`src/rtl/core/dirs_pkg.sv`:
```
package dirs_pkg;

  // Field widths fixed by the interface
  localparam int unsigned WordWidth    = 32;
  localparam int unsigned ModWidth     = 16;
  localparam int unsigned CountCfgW    = 9;
  localparam int unsigned CfgIdxWidth  = 2;
  localparam int unsigned CfgDataWidth = 16;

  // Parameter defaults
  localparam int unsigned MaxIndicesDef = 256;
  localparam int unsigned IndexWidthDef = 16;

  // Register reset values
  localparam logic [ModWidth-1:0]  ModulusReset = 16'd12323;
  localparam logic [CountCfgW-1:0] CountReset   = 9'd71;

  // Register indexes
  localparam logic [CfgIdxWidth-1:0] CfgModulus     = 2'd0;
  localparam logic [CfgIdxWidth-1:0] CfgCountWanted = 2'd1;

  // Hit flags ORed per group in the first reduction stage
  localparam int unsigned GroupSize = 16;

  typedef struct packed {
    logic shift;   // take neighbor's value
    logic cmp;     // register a fresh compare
  } cell_ctrl_t;

endpackage

```
`src/rtl/core/dirs_match_reduce.sv`:
```
module dirs_match_reduce import dirs_pkg::*; #(
  parameter int unsigned N = MaxIndicesDef
) (
  input  logic         clk_i,
  input  logic         en_i,
  input  logic [N-1:0] hit_i,
  output logic         any_o
);

  localparam int unsigned NumGroups = (N + GroupSize - 1) / GroupSize;
  localparam int unsigned PadN      = NumGroups * GroupSize;

  logic [PadN-1:0]      hit_pad;
  logic [NumGroups-1:0] group_d, group_q;

  assign hit_pad = PadN'(hit_i);

  always_comb begin
    for (int g = 0; g < NumGroups; g++) begin
      group_d[g] = |hit_pad[g*GroupSize +: GroupSize];
    end
  end

  always_ff @(posedge clk_i) begin
    if (en_i) begin
      group_q <= group_d;
    end
  end

  assign any_o = |group_q;

endmodule

```
`config.mk`:
```
export PLATFORM = sky130hd
export DESIGN_NAME = dirs_match_reduce
export DESIGN_NICKNAME = d
export VERILOG_FILES = /design/src/rtl/core/dirs_pkg.sv /design/src/rtl/core/dirs_match_reduce.sv
export SDC_FILE = /design/constraint.sdc
export NUM_CORES = 1
export LEC_CHECK = 0
export ABC_AREA = 1
export BUFFER_PORTS_ARGS = -buffer_cell sky130_fd_sc_hd__buf_2
export CAP_MARGIN = 20
export CORE_AREA = 4 4 98 100
export CTS_BUF_LIST = sky130_fd_sc_hd__clkbuf_8
export DETAILED_ROUTE_END_ITERATION = 7
export DIE_AREA = 0 0 102 104
export HOLD_SLACK_MARGIN = 0.08
export PLACE_DENSITY_LB_ADDON = 0.3
export RECOVER_POWER = 25
export SETUP_SLACK_MARGIN = 0.15
export SKIP_CTS_REPAIR_TIMING = 1
export SLEW_MARGIN = 5
export SYNTH_ARGS = -nofsm -noshare
export SYNTH_HDL_FRONTEND = slang
export SYNTH_SLANG_ARGS = --single-unit
```
`constraint.sdc`:
```
create_clock -name clk_i -period 1 [get_ports clk_i]
set_clock_uncertainty 0.05 [all_clocks]
set_input_delay 0.25 -clock clk_i [delete_from_list [all_inputs] [get_ports clk_i]]
set_output_delay 0.25 -clock clk_i [all_outputs]
set_load 0.02 [all_outputs]
```
Yosys cells after proc, flatten, opt, wreduce, memory -nomap -nowiden. Cells that the tools add are included.

Flip-flop bits (word level): 16. Latch bits: 0. RAM bits: 0. ROM bits: 0. Output and inout bits: 1. Word-level logic and storage cells: 18. Memories: 0.

Add/subtract/negate cells: 0. Multiply operators: 0. Divide/modulo/power cells: 0. Order comparisons: 0. Equal/unequal tests: 0. Shift-type cells: 0. Muxes and demuxes: 0. Bitwise logic cells: 0. Reduce and logical (&&, ||, !) cells: 17.

Operators by type and width (number): $reduce_or A16 Y1 (17).

Logic depth before layout (Yosys ltp). Gate-level depths: netlist of run 1.

Depth after elaboration: 1. Depth in mapped cells: 4. Depth with buffers taken out: 4.

Worst setup path before layout of run 1. OpenSTA, ideal clock, no wires.

Path kind: reg2out. From: reg group_q[15]. To: out any_o. Data arrival time: 0.712 ns. Required time: 0.700 ns. Path slack: -0.012 ns. Stages on the path, launching flop included: 5. Buffers on the path: 0. Path through: edfxtp_1 nor2_1 nand2_1 nor2_1 nand2_1.

Word-level cells in the longest chain between the ends: 1.

RTL lines: start: declaration (RTL line dirs_match_reduce.sv:14) `logic [NumGroups-1:0] group_d, group_q;`; start signal: assignment (RTL line dirs_match_reduce.sv:26) `group_q <= group_d;`; $reduce_or A16 Y1 (RTL line dirs_match_reduce.sv:30) `assign any_o = |group_q;`; end: declaration (RTL line dirs_match_reduce.sv:7) `output logic any_o`.

No other way between the ends.

Worst setup path in the final report of run 1.
From: reg group_q[4]. To: out any_o.

The elaborated chain is that of the path after synthesis.

==> results of run 1 <==
[layout by cell type, fill, tap and decap left out]
cell and instances:
nor2_2 4, buf_2 257, edfxtp_1 16, buf_6 1
clkbuf_2 1, clkbuf_8 3, nand2_2 1, nand2_1 84
nor2_1 166, clkinv_1 1
[cells by family after synthesis]
family / count (synthesis)
DFF: 16
and+or+nand+nor: 255
[worst max-delay path by stage]
stage	to	cells past startpoint	slack (ns)
3_5_place_dp	any_o	5	-0.18
2_1_floorplan	any_o	4	-0.005
4_1_cts	any_o	5	-0.46
5_1_grt	any_o	5	-0.50
6_report	any_o	5	-0.39
3_3_place_gp	any_o	5	-0.17
[cell type report]
type                       instances  area (µm²)
clock buffer                       3        41.3
clock inverter                     1        3.75
multi-input combinational        255         970
fill                             983        5750
sequential                        16         480
timing repair buffer             259        1300
tap                              108         135
[per-layer routing]
layer	part of all wire	vias to the layer above	global-route usage
met1	0.33	930	0.100
li1	-	1355	-
met2	0.54	142	0.210
met4	0.011	0	0.0291
met5	0	-	0
met3	0.13	4	0.0248
[worst max-delay path: stages, from the launching register on]
cell,delay [ns]
edfxtp_1,0.36
nor2_1,0.11
nand2_1,0.08
nor2_2,0.12
nand2_2,0.06
buf_6,0.13
[power by group through the flow]
| stage | combinational [mW] | clock (mW) | sequential (mW) |
|---|---|---|---|
| final | 0.660 | 0.477 | 0.779 |
| after global routing | 0.750 | 0.533 | 0.782 |
| after CTS | 0.677 | 0.509 | 0.778 |
| after detailed placement | 0.675 | 0 | 0.792 |
| after global placement | 0.667 | 0 | 0.790 |
| after floorplan | 0.154 | 0 | 0.790 |
[through the flow]
step           std cells   util  setup slack (ns)  TNS (ns)
2_1_floorplan        271      -          -0.00534  -0.00534
5_1_grt              642  0.338            -0.502    -0.502
3_3_place_gp         638  0.333            -0.165    -0.540
4_1_cts              642  0.338            -0.457    -0.457
3_5_place_dp         638  0.333            -0.181    -0.519
6_report             642  0.338            -0.395    -0.395
==> results.cfg, run 1 <==
[cells_and_area]
largest_reg_flops = 16
drive_above_1_share = 0.500
syn2layout_area_growth_pct = 104
final_nets = 793
reg_top3 = group_q: 16 flops
diodes = 0
design_area_um2 = 2930
regMostFlops = group_q

[setup_path]
arrival_ns = 1.09
worst_ep_required_time_ns = 0.70
worst_setup_path_end_kind = primary output
startpoint = group_q[4]
path_class = flop to primary output
path_max_fanout = 1
crit_path_start_kind = flop

[power_and_ir_drop]
p_total_mw = 1.92
p_int_mw = 1.47
p_sw_frac = 0.233
seqPwrFrac = 0.406
p_leak_nw = 1.54
netSwitchingPower_mw = 0.447
p_comb_frac = 0.345
cellPowerDensity_nw_per_um2 = 653
irDropWorstVdd_uv = 321
pwr-share-clk = 0.249

[detailed_routing]
drt-initial-drc-count = 32
vias = 2431
detail-route-antenna-nets = 0
drc_errors = 0
dr.pass1.iters = 3
wirelength_um = 6290
routedWlPerCell_um = 9.80
avgViaCountPerCell = 3.79

[floorplanning]
row_count = 34
die_area_um2 = 10600
io_pins = 259
die_h_um = 104
initial_core_util = 0.166
design.core.area_um2 = 8680
die_w_um = 102

[run_status]
violations = setup timing
status = complete, but fails checks

[synth]
synth.mux.area_fraction = 0
synth_compound_area_frac = 0
synth_common_cells = 170 x nor2_1, 85 x nand2_1, 16 x edfxtp_1
async_reset_ff_frac = 0
synth_adder_area_share = 0
yosys.area.top_type = nor2_1
syn_nets = 529
synth_top_family_by_area = simple AND/OR/NAND/NOR gates
synthCells = 271
syn_avg_cell_area_um2 = 5.30
ys_seq_area_frac = 0.334
synth_top_area_frac = 0.444
ys_warn_count = 0
synth-edff-count = 16
yosysMostFrequentCell = nor2_1
yosys.area_share.xor_xnor = 0
ys_seq_elements = 16
synthSimpleGateAreaFrac = 0.666
synth.distinct_cells = 3
synthTopCellsByArea = nor2_1 44%, edfxtp_1 33%, nand2_1 22%
syn_area_um2 = 1440
ys_dominant_reg_cell = edfxtp_1

[global_route]
antenna_found_initial = 0
grt-ovfl-total = 0
grt_pass1_vias = 2230
grt.total_usage = 0.104
grt_first_pass_wirelength_um = 8730
grt_start_max_net_pins = 17

[timing]
worst_slack_ns = -0.395
fmax_ghz = 0.717
hold_ws_ns = 0.288
drv_slew = 0
worstMarginPinSlew_ns = 0.384
finalSetupViolCount = 1
final_hold_viol_count = 0
relSlewSlack = 0.744
fin_crit_ns = 1.39
rsz0062_at_grt = true
min_period_over_period = 1.39

[clock_tree]
clock_path_buffers = 2
cts_buffers = 3
htreeDepth = 1
cts.sinks = 16
cts.clk_slew.worst_paths_ns = 0.06
cts_tree = yes
cts-root-buf = clkbuf_8

[hold_path]
hp-start = hit_i[160]
hold_path.class = primary input to flop
min_path_cells = 5
min_to = group_q[10]

[placed_design]
place.gp.congestion = 0.758
dp.final_hpwl_um = 5930
place_area_um2 = 2890
port_buffers = 258

[flow_run]
max_cap_viol_count = 0
Power figures use the tool's default switching activity.
==> run 2, diff against run 1 <==
--- a/config.mk
+++ b/config.mk
@@ -8,14 +8,15 @@
 export ABC_AREA = 1
 export BUFFER_PORTS_ARGS = -buffer_cell sky130_fd_sc_hd__buf_2
 export CAP_MARGIN = 20
-export CORE_AREA = 4 4 98 100
+export CORE_AREA = 2 2 102 104
 export CTS_BUF_LIST = sky130_fd_sc_hd__clkbuf_8
+export CTS_CLUSTER_DIAMETER = 50
 export DETAILED_ROUTE_END_ITERATION = 7
-export DIE_AREA = 0 0 102 104
+export DIE_AREA = 0 0 104 106
 export HOLD_SLACK_MARGIN = 0.08
 export PLACE_DENSITY_LB_ADDON = 0.3
 export RECOVER_POWER = 25
-export SETUP_SLACK_MARGIN = 0.15
+export SETUP_SLACK_MARGIN = 0.3
 export SKIP_CTS_REPAIR_TIMING = 1
 export SLEW_MARGIN = 5
 export SYNTH_ARGS = -nofsm -noshare
==> run 2 against run 1 <==
Flip-flop and latch count unchanged. Fmax about the same. Critical endpoint unchanged. Largest power group is now combinational logic. Utilization up 7.6 points. Sequential share of layout area down 4.8 points. The run still ends with setup timing left. Combinational power up 80%. Via count up 7.1%. First-iteration DRC count up 69%. Final cell count up 4.2%. Non-clock buffer count unchanged. Die area up 3.9%. Final area up 41%.
==> results.cfg, run 2 (synthesis gave the netlist of run 1 again) <==
[clock_tree]
clock_path_buffers = 2
cts.clk_slew.worst_paths_ns = 0.05
cts.sinks = 16
cts_buffers = 3
cts-root-buf = clkbuf_8
htreeDepth = 1
cts_tree = yes

[detailed_routing]
wirelength_um = 7250
drt-initial-drc-count = 54
avgViaCountPerCell = 3.89
dr.pass1.iters = 4
vias = 2603
routedWlPerCell_um = 10.8
detail-route-antenna-nets = 0
drc_errors = 0

[placed_design]
dp.final_hpwl_um = 5760
port_buffers = 258
place.gp.congestion = 0.760
pre_cts_ws_ns = -0.168

[timing]
fin_crit_ns = 1.39
relSlewSlack = 0.751
worst_slack_ns = -0.394
fmax_ghz = 0.717
drv_slew = 0
min_period_over_period = 1.39
rsz0062_at_grt = true
finalSetupViolCount = 1
final_hold_viol_count = 0
worstMarginPinSlew_ns = 0.374

[cells_and_area]
fill_cells = 1002
drive_above_1_share = 0.737
final_nets = 793
diodes = 0
final_cell_mix = 181 x buf_2, 77 x nor2_4, 74 x buf_6
layout_commonest_cell = buf_2
seq_area_um2 = 480
syn2layout_area_growth_pct = 188
reg_top3 = group_q: 16 flops
largest_reg_flops = 16
regMostFlops = group_q
multiInputGateArea_um2 = 1670

[run_status]
violations = setup timing
status = complete, but fails checks

[power_and_ir_drop]
cellPowerDensity_nw_per_um2 = 582
irDropWorstVdd_uv = 307
p_total_mw = 2.41
p_leak_nw = 1.76

[floorplanning]
die_w_um = 104
die_h_um = 106
design.core.area_um2 = 10000
io_pins = 259
die_area_um2 = 11000
initial_core_util = 0.144
row_count = 37

[global_route]
use_met2 = 0.222
grt_start_max_net_pins = 17
antenna_found_initial = 0
grt_first_pass_wirelength_um = 9520
grt-ovfl-total = 0
grt_pass1_vias = 2490
grt.total_usage = 0.105
busiest_layer = met2
grtUsageMet3 = 0.0288
use_met1 = 0.0976

[setup_path]
path_max_fanout = 1
worst_setup_path_end_kind = primary output
worst_ep_required_time_ns = 0.70
path_class = flop to primary output
arrival_ns = 1.09
crit_path_start_kind = flop

[flow_run]
max_cap_viol_count = 0

[hold_path]
min_to = group_q[5]
min_path_cells = 5
hp-start = hit_i[86]
hold_path.class = primary input to flop
## run 2: cell types whose count changed in the layout (fill, tap and decap cells not counted)
| cell | change |
|---|---|
| buf_2 | -76 |
| buf_4 | +1 |
| buf_6 | +73 |
| buf_8 | +2 |
| clkinv_1 | -1 |
| nand2_1 | -13 |
| nand2_2 | +13 |
| nor2_1 | -113 |
| nor2_2 | +36 |
| nor2_4 | +77 |
## run 2: worst max path at each step
stage	start	endpoint	slack, ns	cells past startpoint
detailed placement	group_q[9]	any_o	-0.17	5
global placement	group_q[15]	any_o	-0.15	5
CTS	group_q[13]	any_o	-0.44	5
finish	group_q[13]	any_o	-0.39	5
floorplan	group_q[15]	any_o	-0.005	4
global route	group_q[11]	any_o	-0.48	5
## run 2: layout make-up
type                            instances  share of cell area
Timing Repair Buffer                  259               0.430
Multi-Input combinational cell        255               0.403
Sequential cell                        16               0.116
Tap cell                              136              0.0411
Clock buffer                            3             0.00996
## run 2: power by group
| part | switching, mW | internal (mW) |
|---|---|---|
| sequential | 0.00865 | 0.770 |
| combinational | 0.457 | 0.728 |
| clock | 0.183 | 0.266 |
| total | 0.649 | 1.76 |
## run 2: per-stage QoR
stage          utilization  instances  hold WS (ns)  cell area (µm²)  setup TNS, ns
2_1_floorplan            -        271         0.312             1840       -0.00534
3_3_place_gp         0.332        666         0.550             3320         -0.591
3_5_place_dp         0.332        666         0.543             3320         -0.589
4_1_cts              0.336        669         0.307             3360         -0.437
5_1_grt              0.414        669         0.316             4140         -0.484
6_report             0.414        669         0.294             4140         -0.394
## run 2: per-layer routing
metal  vias up  part of all wire
met2       140              0.60
met5         -                 0
li1       1353                 -
met4         0            0.0066
met3         2             0.086
met1      1108              0.30
## run 2: critical path, stage by stage (launching register included)
cell      delay [ns]
edfxtp_1        0.37
nor2_1          0.11
nand2_1         0.07
nor2_2          0.12
nand2_2         0.06
buf_6           0.13
