$ cat config.mk
export PLATFORM = sky130hd
export DESIGN_NAME = dirs_cell
export DESIGN_NICKNAME = d
export VERILOG_FILES = /design/src/rtl/core/dirs_pkg.sv /design/src/rtl/core/dirs_cell.sv
export SDC_FILE = /design/constraint.sdc
export NUM_CORES = 1
export LEC_CHECK = 0
export ABC_AREA = 1
export BUFFER_PORTS_ARGS = -buffer_cell sky130_fd_sc_hd__clkbuf_2
export CORE_ASPECT_RATIO = 1.1
export CORE_MARGIN = 10
export CORE_UTILIZATION = 36
export DETAILED_ROUTE_END_ITERATION = 8
export PLACE_DENSITY = 0.73
export SYNTH_ARGS = -nofsm -noshare
export SYNTH_HDL_FRONTEND = slang
export SYNTH_SLANG_ARGS = --single-unit
$ cat constraint.sdc
create_clock -name clk_i -period 1 [get_ports clk_i]
set_input_delay 0.2 -clock clk_i [delete_from_list [all_inputs] [get_ports clk_i]]
set_output_delay 0.2 -clock clk_i [all_outputs]
set_load 0.01 [all_outputs]
$ cat src/rtl/core/dirs_pkg.sv
package dirs_pkg;

  // Field widths fixed by the interface
  localparam int unsigned WordWidth    = 32;
  localparam int unsigned ModWidth     = 16;
  localparam int unsigned CountCfgW    = 9;
  localparam int unsigned CfgIdxWidth  = 2;
  localparam int unsigned CfgDataWidth = 16;

  // Parameter defaults
  localparam int unsigned MaxIndicesDef = 256;
  localparam int unsigned IndexWidthDef = 16;

  // Register reset values
  localparam logic [ModWidth-1:0]  ModulusReset = 16'd12323;
  localparam logic [CountCfgW-1:0] CountReset   = 9'd71;

  // Register indexes
  localparam logic [CfgIdxWidth-1:0] CfgModulus     = 2'd0;
  localparam logic [CfgIdxWidth-1:0] CfgCountWanted = 2'd1;

  // Hit flags ORed per group in the first reduction stage
  localparam int unsigned GroupSize = 16;

  typedef struct packed {
    logic shift;   // take neighbor's value
    logic cmp;     // register a fresh compare
  } cell_ctrl_t;

endpackage

$ cat src/rtl/core/dirs_cell.sv
module dirs_cell import dirs_pkg::*; #(
  parameter int unsigned W = IndexWidthDef
) (
  input  logic         clk_i,
  input  cell_ctrl_t   ctrl_i,
  input  logic         valid_i,
  input  logic [W-1:0] data_i,
  input  logic [W-1:0] cand_i,
  output logic [W-1:0] data_o,
  output logic         hit_o
);

  logic [W-1:0] val_q;
  logic         hit_q;

  always_ff @(posedge clk_i) begin
    if (ctrl_i.shift) begin
      val_q <= data_i;
    end
    if (ctrl_i.cmp) begin
      hit_q <= valid_i && (val_q == cand_i);
    end
  end

  assign data_o = val_q;
  assign hit_o  = hit_q;

endmodule

# Yosys cells after proc, flatten, opt, wreduce, memory -nomap -nowiden
# Index checks and enable logic that the tools add are counted.
[classes]
eq_ne = 1
reduce_logical = 1
[ops]
columns = ["cell", "count"]
rows = [
  ["16-bit == test", 1],
  ["1-bit logical AND", 1],
]
[totals]
inputBits = 36
reg_bits = 17
word_cells = 4

# Depth between registers and ports, before layout
# Gate-level depths: netlist of run 1.
[depth]
ltp_word = 2
mapped_depth = 8
depth_no_buf = 8

# Worst setup path before layout of run 1
# Ideal clock, no wire load.
[synth_path]
path_kind = "register to register"
startpoint = "register val_q[6] (netlist: data_o[6])"
endpoint = "register hit_q (netlist: hit_o) (data pin)"
path_stages_with_launch = 9
path_buffers = 0
t_required_ns = 0.748
period_less_slack_ns = 1.049
setup_ns = 0.252
arrival_time_ns = 0.798
slack_ns = -0.049
cell_sequence = "edfxtp_1 inv_1 nand2_1 nand2_1 nor2_1 nand2_1 nor2_1 nand2_1 nor2_2"
[synth_via]
elab_chain_len = 2
[synth_lines]
columns = ["element", "line", "rtl"]
rows = [
  ["start, declared", "dirs_cell.sv:13", "logic [W-1:0] val_q;"],
  ["start signal, assigned", "dirs_cell.sv:18", "val_q <= data_i;"],
  ["16-bit == test", "dirs_cell.sv:21", "hit_q <= valid_i && (val_q == cand_i);"],
  ["1-bit logical AND", "dirs_cell.sv:21", ""],
  ["end signal, assigned", "dirs_cell.sv:21", ""],
  ["end, declared", "dirs_cell.sv:14", "logic hit_q;"],
]
# Every way passes these cells.
# A chain may end at the register's enable or synchronous reset.

# Worst setup path in the final report of run 1
[layout_path]
startpoint = "register val_q[15] (netlist: data_o[15])"
endpoint = "output data_o[15]"
[layout_lines]
columns = ["element", "line", "rtl"]
rows = [
  ["end, declared", "dirs_cell.sv:9", "output logic [W-1:0] data_o,"],
]
# No word-level cell between the ends.

==> results.md, run 1 <==
- Synth Instances: 86
- Synth top area cells: edfxtp_1, nand2_1, inv_1
- Syn avg cell area: 9.33 µm²
- Setup violators final: 17
- Drt drc: 0
- DIE WIDTH: 65.0 µm
- Post-route setup TNS: -1.74 ns
- Slew headroom: 73.7%
- Post-Synth Adder-Cell Area: 0%
- Commonest non-fill, non-tap cell in the layout: clkbuf_2
- Root buf cell: clkbuf_4
- Clock buffer depth: 2
- Fmax: 855 MHz
- IO Pins: 53
- Simple-gate share of the synthesized area: 21.4%
- Setup WS pre-CTS: -0.0730 ns
- Hold Slack: 0.0861 ns
- CTS tree: built
- Diode count: 0
- Worst Path Max Fanout: 3
- Crit Path Class: reg2out
- Die ar.: 0.00452 mm²
- Initial antenna violation count: 0
- Layout area overhead: 59.6%
- CP Data Arrival Time: 0.97 ns
- Crit path cell chain: buf_6 -> buf_6
- Post-synthesis mux area share: 0%
- Later-pin clock latency in the skew report: 0.28 ns
- Crit path top cell by count: buf_6
- Post-synthesis cell area: 802 µm²
- Fin crit share: 117%
- Syn nets: 122
- Layout cells sized above 1: 47.1%
- Yosys top cell area share: 63.7%
- Nets: 190
- Cell taking the most area after synthesis: edfxtp_1
- Seq cells post-synth: 17
- Die height: 69.5 µm
- First-pass GRT wire length: 3.65 mm
- RSZ-0062 raised after global routing: yes
- Most frequent cells in the layout: clkbuf_2, nand2_1, edfxtp_1
- PortBufs: 52
- Total number of vias: 789
- Via density: 4.36
- First-pass iteration count of the detailed router: 4
- Iter 0 DRT Violations: 19
- Largest net degree at the start of global routing: 17
- Distinct cell type count after synthesis: 12
- Startpoint Class: flop
- Clk slew on worst S/H paths: 0.10 ns
- Worst min path class: in2reg
- Yosys Warn Count: 0
- Fin area: 0.00128 mm²
- CTS sink count: 17
- Worst IR Drop VDD: 947 µV
- Cts hold-fix bufs: 0
- Sequential element share of the synthesized area: 63.7%
- CTS Buf Count: 3
- WL/cell: 13.2 µm
- GRT Total Usage: 10.5%
- Final HPWL DP: 1.97 mm
- Max-slew violation count: 0
- Post-Route Skew: 0.000688 ns
- Req. time, crit path: 0.80 ns
- Least-Margin Pin Slew: 0.395 ns
- Final global-route overflow total: 0
- CP endpoint kind: output pin
- Max_cap viols: 0
- Compound-Gate Fraction of Synth Area: 2.81%
- Core area: 0.00206 mm²
- Leakage power: 0.000691 µW
- Residual antenna-violating net count after detailed routing: 0
- Fin crit period: 1.17 ns
- H-tree depth: 1
- Slowest CP cell: edfxtp_1
- Xor/xnor share of the synthesized area: 3.28%
- Post-DP Area: 0.00115 mm²
- Vias in the first global route: 834
- Fin cells: 181
- Worst Setup Slack, final: -0.169 ns
- GPL Wtd Cong: 0.782
- Final Hold Fails: 0
- Failing checks: negative setup slack
- Effective utilization at floorplan: 38.9%
- Placed insts: 173
- Wirelength, routed: 2.39 mm
- Crit path largest cell delay: 0.44 ns
- Largest family of logic cells by synthesized area: simple AND/OR/NAND/NOR gates
- Rows: 17
- Outcome: complete, but fails checks
- Power density over the cells: 1260 mW/mm²
synthesized netlist by cell type (all sizes together):
cell,number
nand2,31
o21ai,2
edfxtp,17
xor2,3
nor2,10
inv,19
nor3,1
nand3,1
o22ai,2
worst paths after layout:
kind	startpoint	to	slack, ns	cells after the start
worst min-delay path	data_i[11]	data_o[11]	0.09	1
worst min register to register	data_o[3]	hit_o	0.81	5
worst max-delay path	data_o[15]	data_o[15]	-0.17	2
worst max register to register	data_o[1]	hit_o	-0.16	9
worst max-delay path: cells and delay by family (launching register included):
kind                   cells  cell delay [ns]
DFF                        1             0.44
buffers and inverters      2             0.25
report_power, final:
group / internal (µW) / switching (µW)
registers: 846 / 37.3
clock network: 155 / 208
logic: 205 / 168
total: 1210 / 413
stage by stage:
step | utilization [%] | total power, µW
detailed placement | 55.7 | 1210
floorplan | - | 1010
CTS | 59.3 | 1590
global route | 62.0 | 1700
finish | 62.0 | 1620
global placement | 55.7 | 1190
flip-flops by register name, indices dropped and copies added (netlist names):
signal	count
data_o	16
hit_o	1
cells by family after synthesis:
family,Yosys count
compound gates,4
simple gates,43
flops,17
xor+xnor,3
buf+inv,19
metal layers:
layer  vias up  share of wire (%)  global-route usage, %
met1       349                 34                   8.93
met4         0                1.8                   4.25
met2        34                 56                   19.9
met3         6                8.8                   4.83
li1        400                  -                      -
met5         -                  0                      0
final cells by class:
type                       instances  area [µm²]
sequential                        17         510
clock buffer                       4        26.3
multi-input combinational         50         223
timing repair buffer              63         414
tap                               28        35.0
inverter                          19        71.3
fill                             167         783
repair_timing:
action,4_1_cts,5_1_grt
buffers inserted,4,0
endpoints found under the setup margin,17,18
pin swaps,1,1
gates resized for setup,2,19
Power figures use the tool's default switching activity.
==> run 2: changes to the inputs <==
--- a/config.mk
+++ b/config.mk
@@ -11,7 +11,7 @@
 export CORE_MARGIN = 10
 export CORE_UTILIZATION = 36
 export DETAILED_ROUTE_END_ITERATION = 8
-export PLACE_DENSITY = 0.73
+export PLACE_DENSITY = 0.81
 export SYNTH_ARGS = -nofsm -noshare
 export SYNTH_HDL_FRONTEND = slang
 export SYNTH_SLANG_ARGS = --single-unit
==> run 2 against run 1 <==
  * The run still ends with negative setup slack left
  * Sequential power hardly changed
  * Clock power is 1% higher
  * Clock-buffer cell count stayed put
  * Sequential cell count stayed put
  * Setup slack worse by 0.047 ns
==> results.md, run 2 (synthesis gave the netlist of run 1 again) <==
- Outcome: complete, but fails checks (unchanged)
- Failing checks: negative setup slack (unchanged)
- Fin cells: 179 (was 181)
- Initial antenna violation count: 0 (unchanged)
- Residual antenna-violating net count after detailed routing: 0 (unchanged)
- Iter 0 DRT Violations: 13 (was 19)
- First-pass iteration count of the detailed router: 4 (unchanged)
- Leakage power: 0.000675 µW (was 0.000691 µW)
- H-tree depth: 1 (unchanged)
- Largest net degree at the start of global routing: 17 (unchanged)
- Root buf cell: clkbuf_4 (unchanged)
- Internal power: 1190 µW (was 1210 µW)
- Power density over the cells: 1290 mW/mm² (was 1260 mW/mm²)
- CTS sink count: 17 (unchanged)
- Die ar.: 0.00452 mm² (unchanged)
- Startpoint Class: flop (unchanged)
- IO Pins: 53 (unchanged)
- First-pass GRT wire length: 3.48 mm (was 3.65 mm)
- Setup violators final: 17 (unchanged)
- Post-route setup TNS: -1.73 ns (was -1.74 ns)
- Sequential power share: 55.1% (was 54.6%)
- WL/cell: 14.1 µm (was 13.2 µm)
- Worst Setup Slack, final: -0.217 ns (was -0.169 ns)
- GRT Total Usage: 9.93% (was 10.5%)
- Gate power share: 22.0% (was 23.0%)
- GR peak layer: met2 (unchanged)
- WHS Endpoint: data_o[8] (was data_o[11])
- Layout area overhead: 55.2% (was 59.6%)
- Worst min path class: in2reg (unchanged)
- Via density: 4.32 (was 4.36)
- Cts hold-fix bufs: 0 (unchanged)
- Most frequent cells in the layout: clkbuf_2, nand2_1, inv_1, edfxtp_1 (was clkbuf_2, nand2_1, edfxtp_1)
- Multi-input logic area: 223 µm² (unchanged)
- Hold Path Origin: data_i[8] (was data_i[11])
- Layout cells sized above 1: 45.7% (was 47.1%)
- GPL Wtd Cong: 0.708 (was 0.782)
- Post-Route Skew: 0.0122 ns (was 0.000688 ns)
- Slew headroom: 73.9% (was 73.7%)
- DIE WIDTH: 65.0 µm (unchanged)
- CP Data Arrival Time: 1.02 ns (was 0.97 ns)
- Worst Path Max Fanout: 2 (was 3)
- Rows: 17 (unchanged)
- Commonest non-fill, non-tap cell in the layout: clkbuf_2 (unchanged)
- Fmax: 822 MHz (was 855 MHz)
- Sw Pwr: 419 µW (was 413 µW)
- Reg2Reg Setup Slack: -0.19 ns (was -0.16 ns)
- Max-slew violation count: 0 (unchanged)
- CTS tree: built (unchanged)
- Hold path depth: 1 (unchanged)
- Reg-to-Reg Start: data_o[0] (was data_o[1])
- Fin crit share: 122% (was 117%)
- Max reg flops: 16 (unchanged)
- Final Hold Fails: 0 (unchanged)
- Clk slew on worst S/H paths: 0.10 ns (about the same)
- Placed insts: 171 (was 173)
- Nets: 188 (was 190)
- Setup WS pre-CTS: -0.0524 ns (was -0.0730 ns)
- Least-Margin Pin Slew: 0.391 ns (was 0.395 ns)
- Routing usage on met3: 4.99% (was 4.83%)
- Fin crit period: 1.22 ns (was 1.17 ns)
- Switching portion of total power: 26.1% (was 25.5%)
- Final global-route overflow total: 0 (unchanged)
- Wirelength, routed: 2.53 mm (was 2.39 mm)
- Final HPWL DP: 1.92 mm (was 1.97 mm)
- Die height: 69.5 µm (unchanged)
- Worst IR Drop VDD: 1070 µV (was 947 µV)
- PortBufs: 52 (unchanged)
- Power share of the clock group: 22.9% (was 22.4%)
- Clock buffer depth: 2 (unchanged)
- FF-to-FF End: hit_o (unchanged)
- Vias in the first global route: 815 (was 834)
- Drt drc: 0 (unchanged)
- Total number of vias: 774 (was 789)
- RSZ-0062 raised after global routing: yes (unchanged)
- Req. time, crit path: 0.80 ns (about the same)
- Crit Path Class: reg2out (unchanged)
- Register Area: 510 µm² (unchanged)
- Met1 Use GR: 8.52% (was 8.93%)
- Effective utilization at floorplan: 38.9% (unchanged)
- End-of-flow core utilization: 60.3% (was 62.0%)
- CP endpoint kind: output pin (unchanged)
- CTS Buf Count: 3 (unchanged)
- R2R depth: 5 (was 9)
- Fill cells: 176 (was 167)
- Max_cap viols: 0 (unchanged)
- Core area: 0.00206 mm² (unchanged)
- Later-pin clock latency in the skew report: 0.29 ns (was 0.28 ns)
- Diode count: 0 (unchanged)
- Global routing usage on met2: 17.5% (was 19.9%)
run 2: per-stage QoR:
stage	instance area (µm²)	power (µW)	hold slack [ns]
after global placement	1130	1180	0.377
after floorplan	802	1010	0.299
after CTS	1180	1560	0.0683
final	1240	1610	0.0762
after global routing	1240	1690	0.0579
after detailed placement	1130	1190	0.379
run 2: metal layers:
metal	vias to the layer above	share of wire (%)
li1	395	-
met1	337	34
met2	36	55
met3	6	8.7
met4	0	2.3
met5	-	0
run 2: cell type report:
type,instances,share of cell area (%)
flip-flops and latches,17,41.0
repair buffers,61,30.3
multi-input cells,50,17.9
inverters,19,5.93
well taps,28,2.81
clock buffers,4,2.11
run 2: worst max-delay path by stage:
stage	end	start
4_1_cts	data_o[0]	data_o[0]
3_5_place_dp	hit_o	data_o[15]
6_report	data_o[0]	data_o[0]
2_1_floorplan	hit_o	data_o[6]
3_3_place_gp	hit_o	data_o[4]
5_1_grt	data_o[0]	data_o[0]
run 2: repair_timing:
item | 4_1_cts | 5_1_grt
buffers inserted | 2 | 2
pin swaps | 3 | 2
resized for setup | 0 | 22
hold endpoints to repair | 0 | 0
setup endpoints to repair | 18 | 18
run 2: power by group through the flow:
stage | Clock [µW] | Combinational [µW] | Sequential [µW]
after global routing | 407 | 392 | 893
after global placement | 0 | 289 | 893
after CTS | 376 | 307 | 880
final | 367 | 354 | 886
after detailed placement | 0 | 296 | 898
after floorplan | 0 | 91.4 | 922
run 2: critical path, stage by stage (launching register included):
cell and delay [ns]:
edfxtp_1 0.45, buf_4 0.16, buf_6 0.11
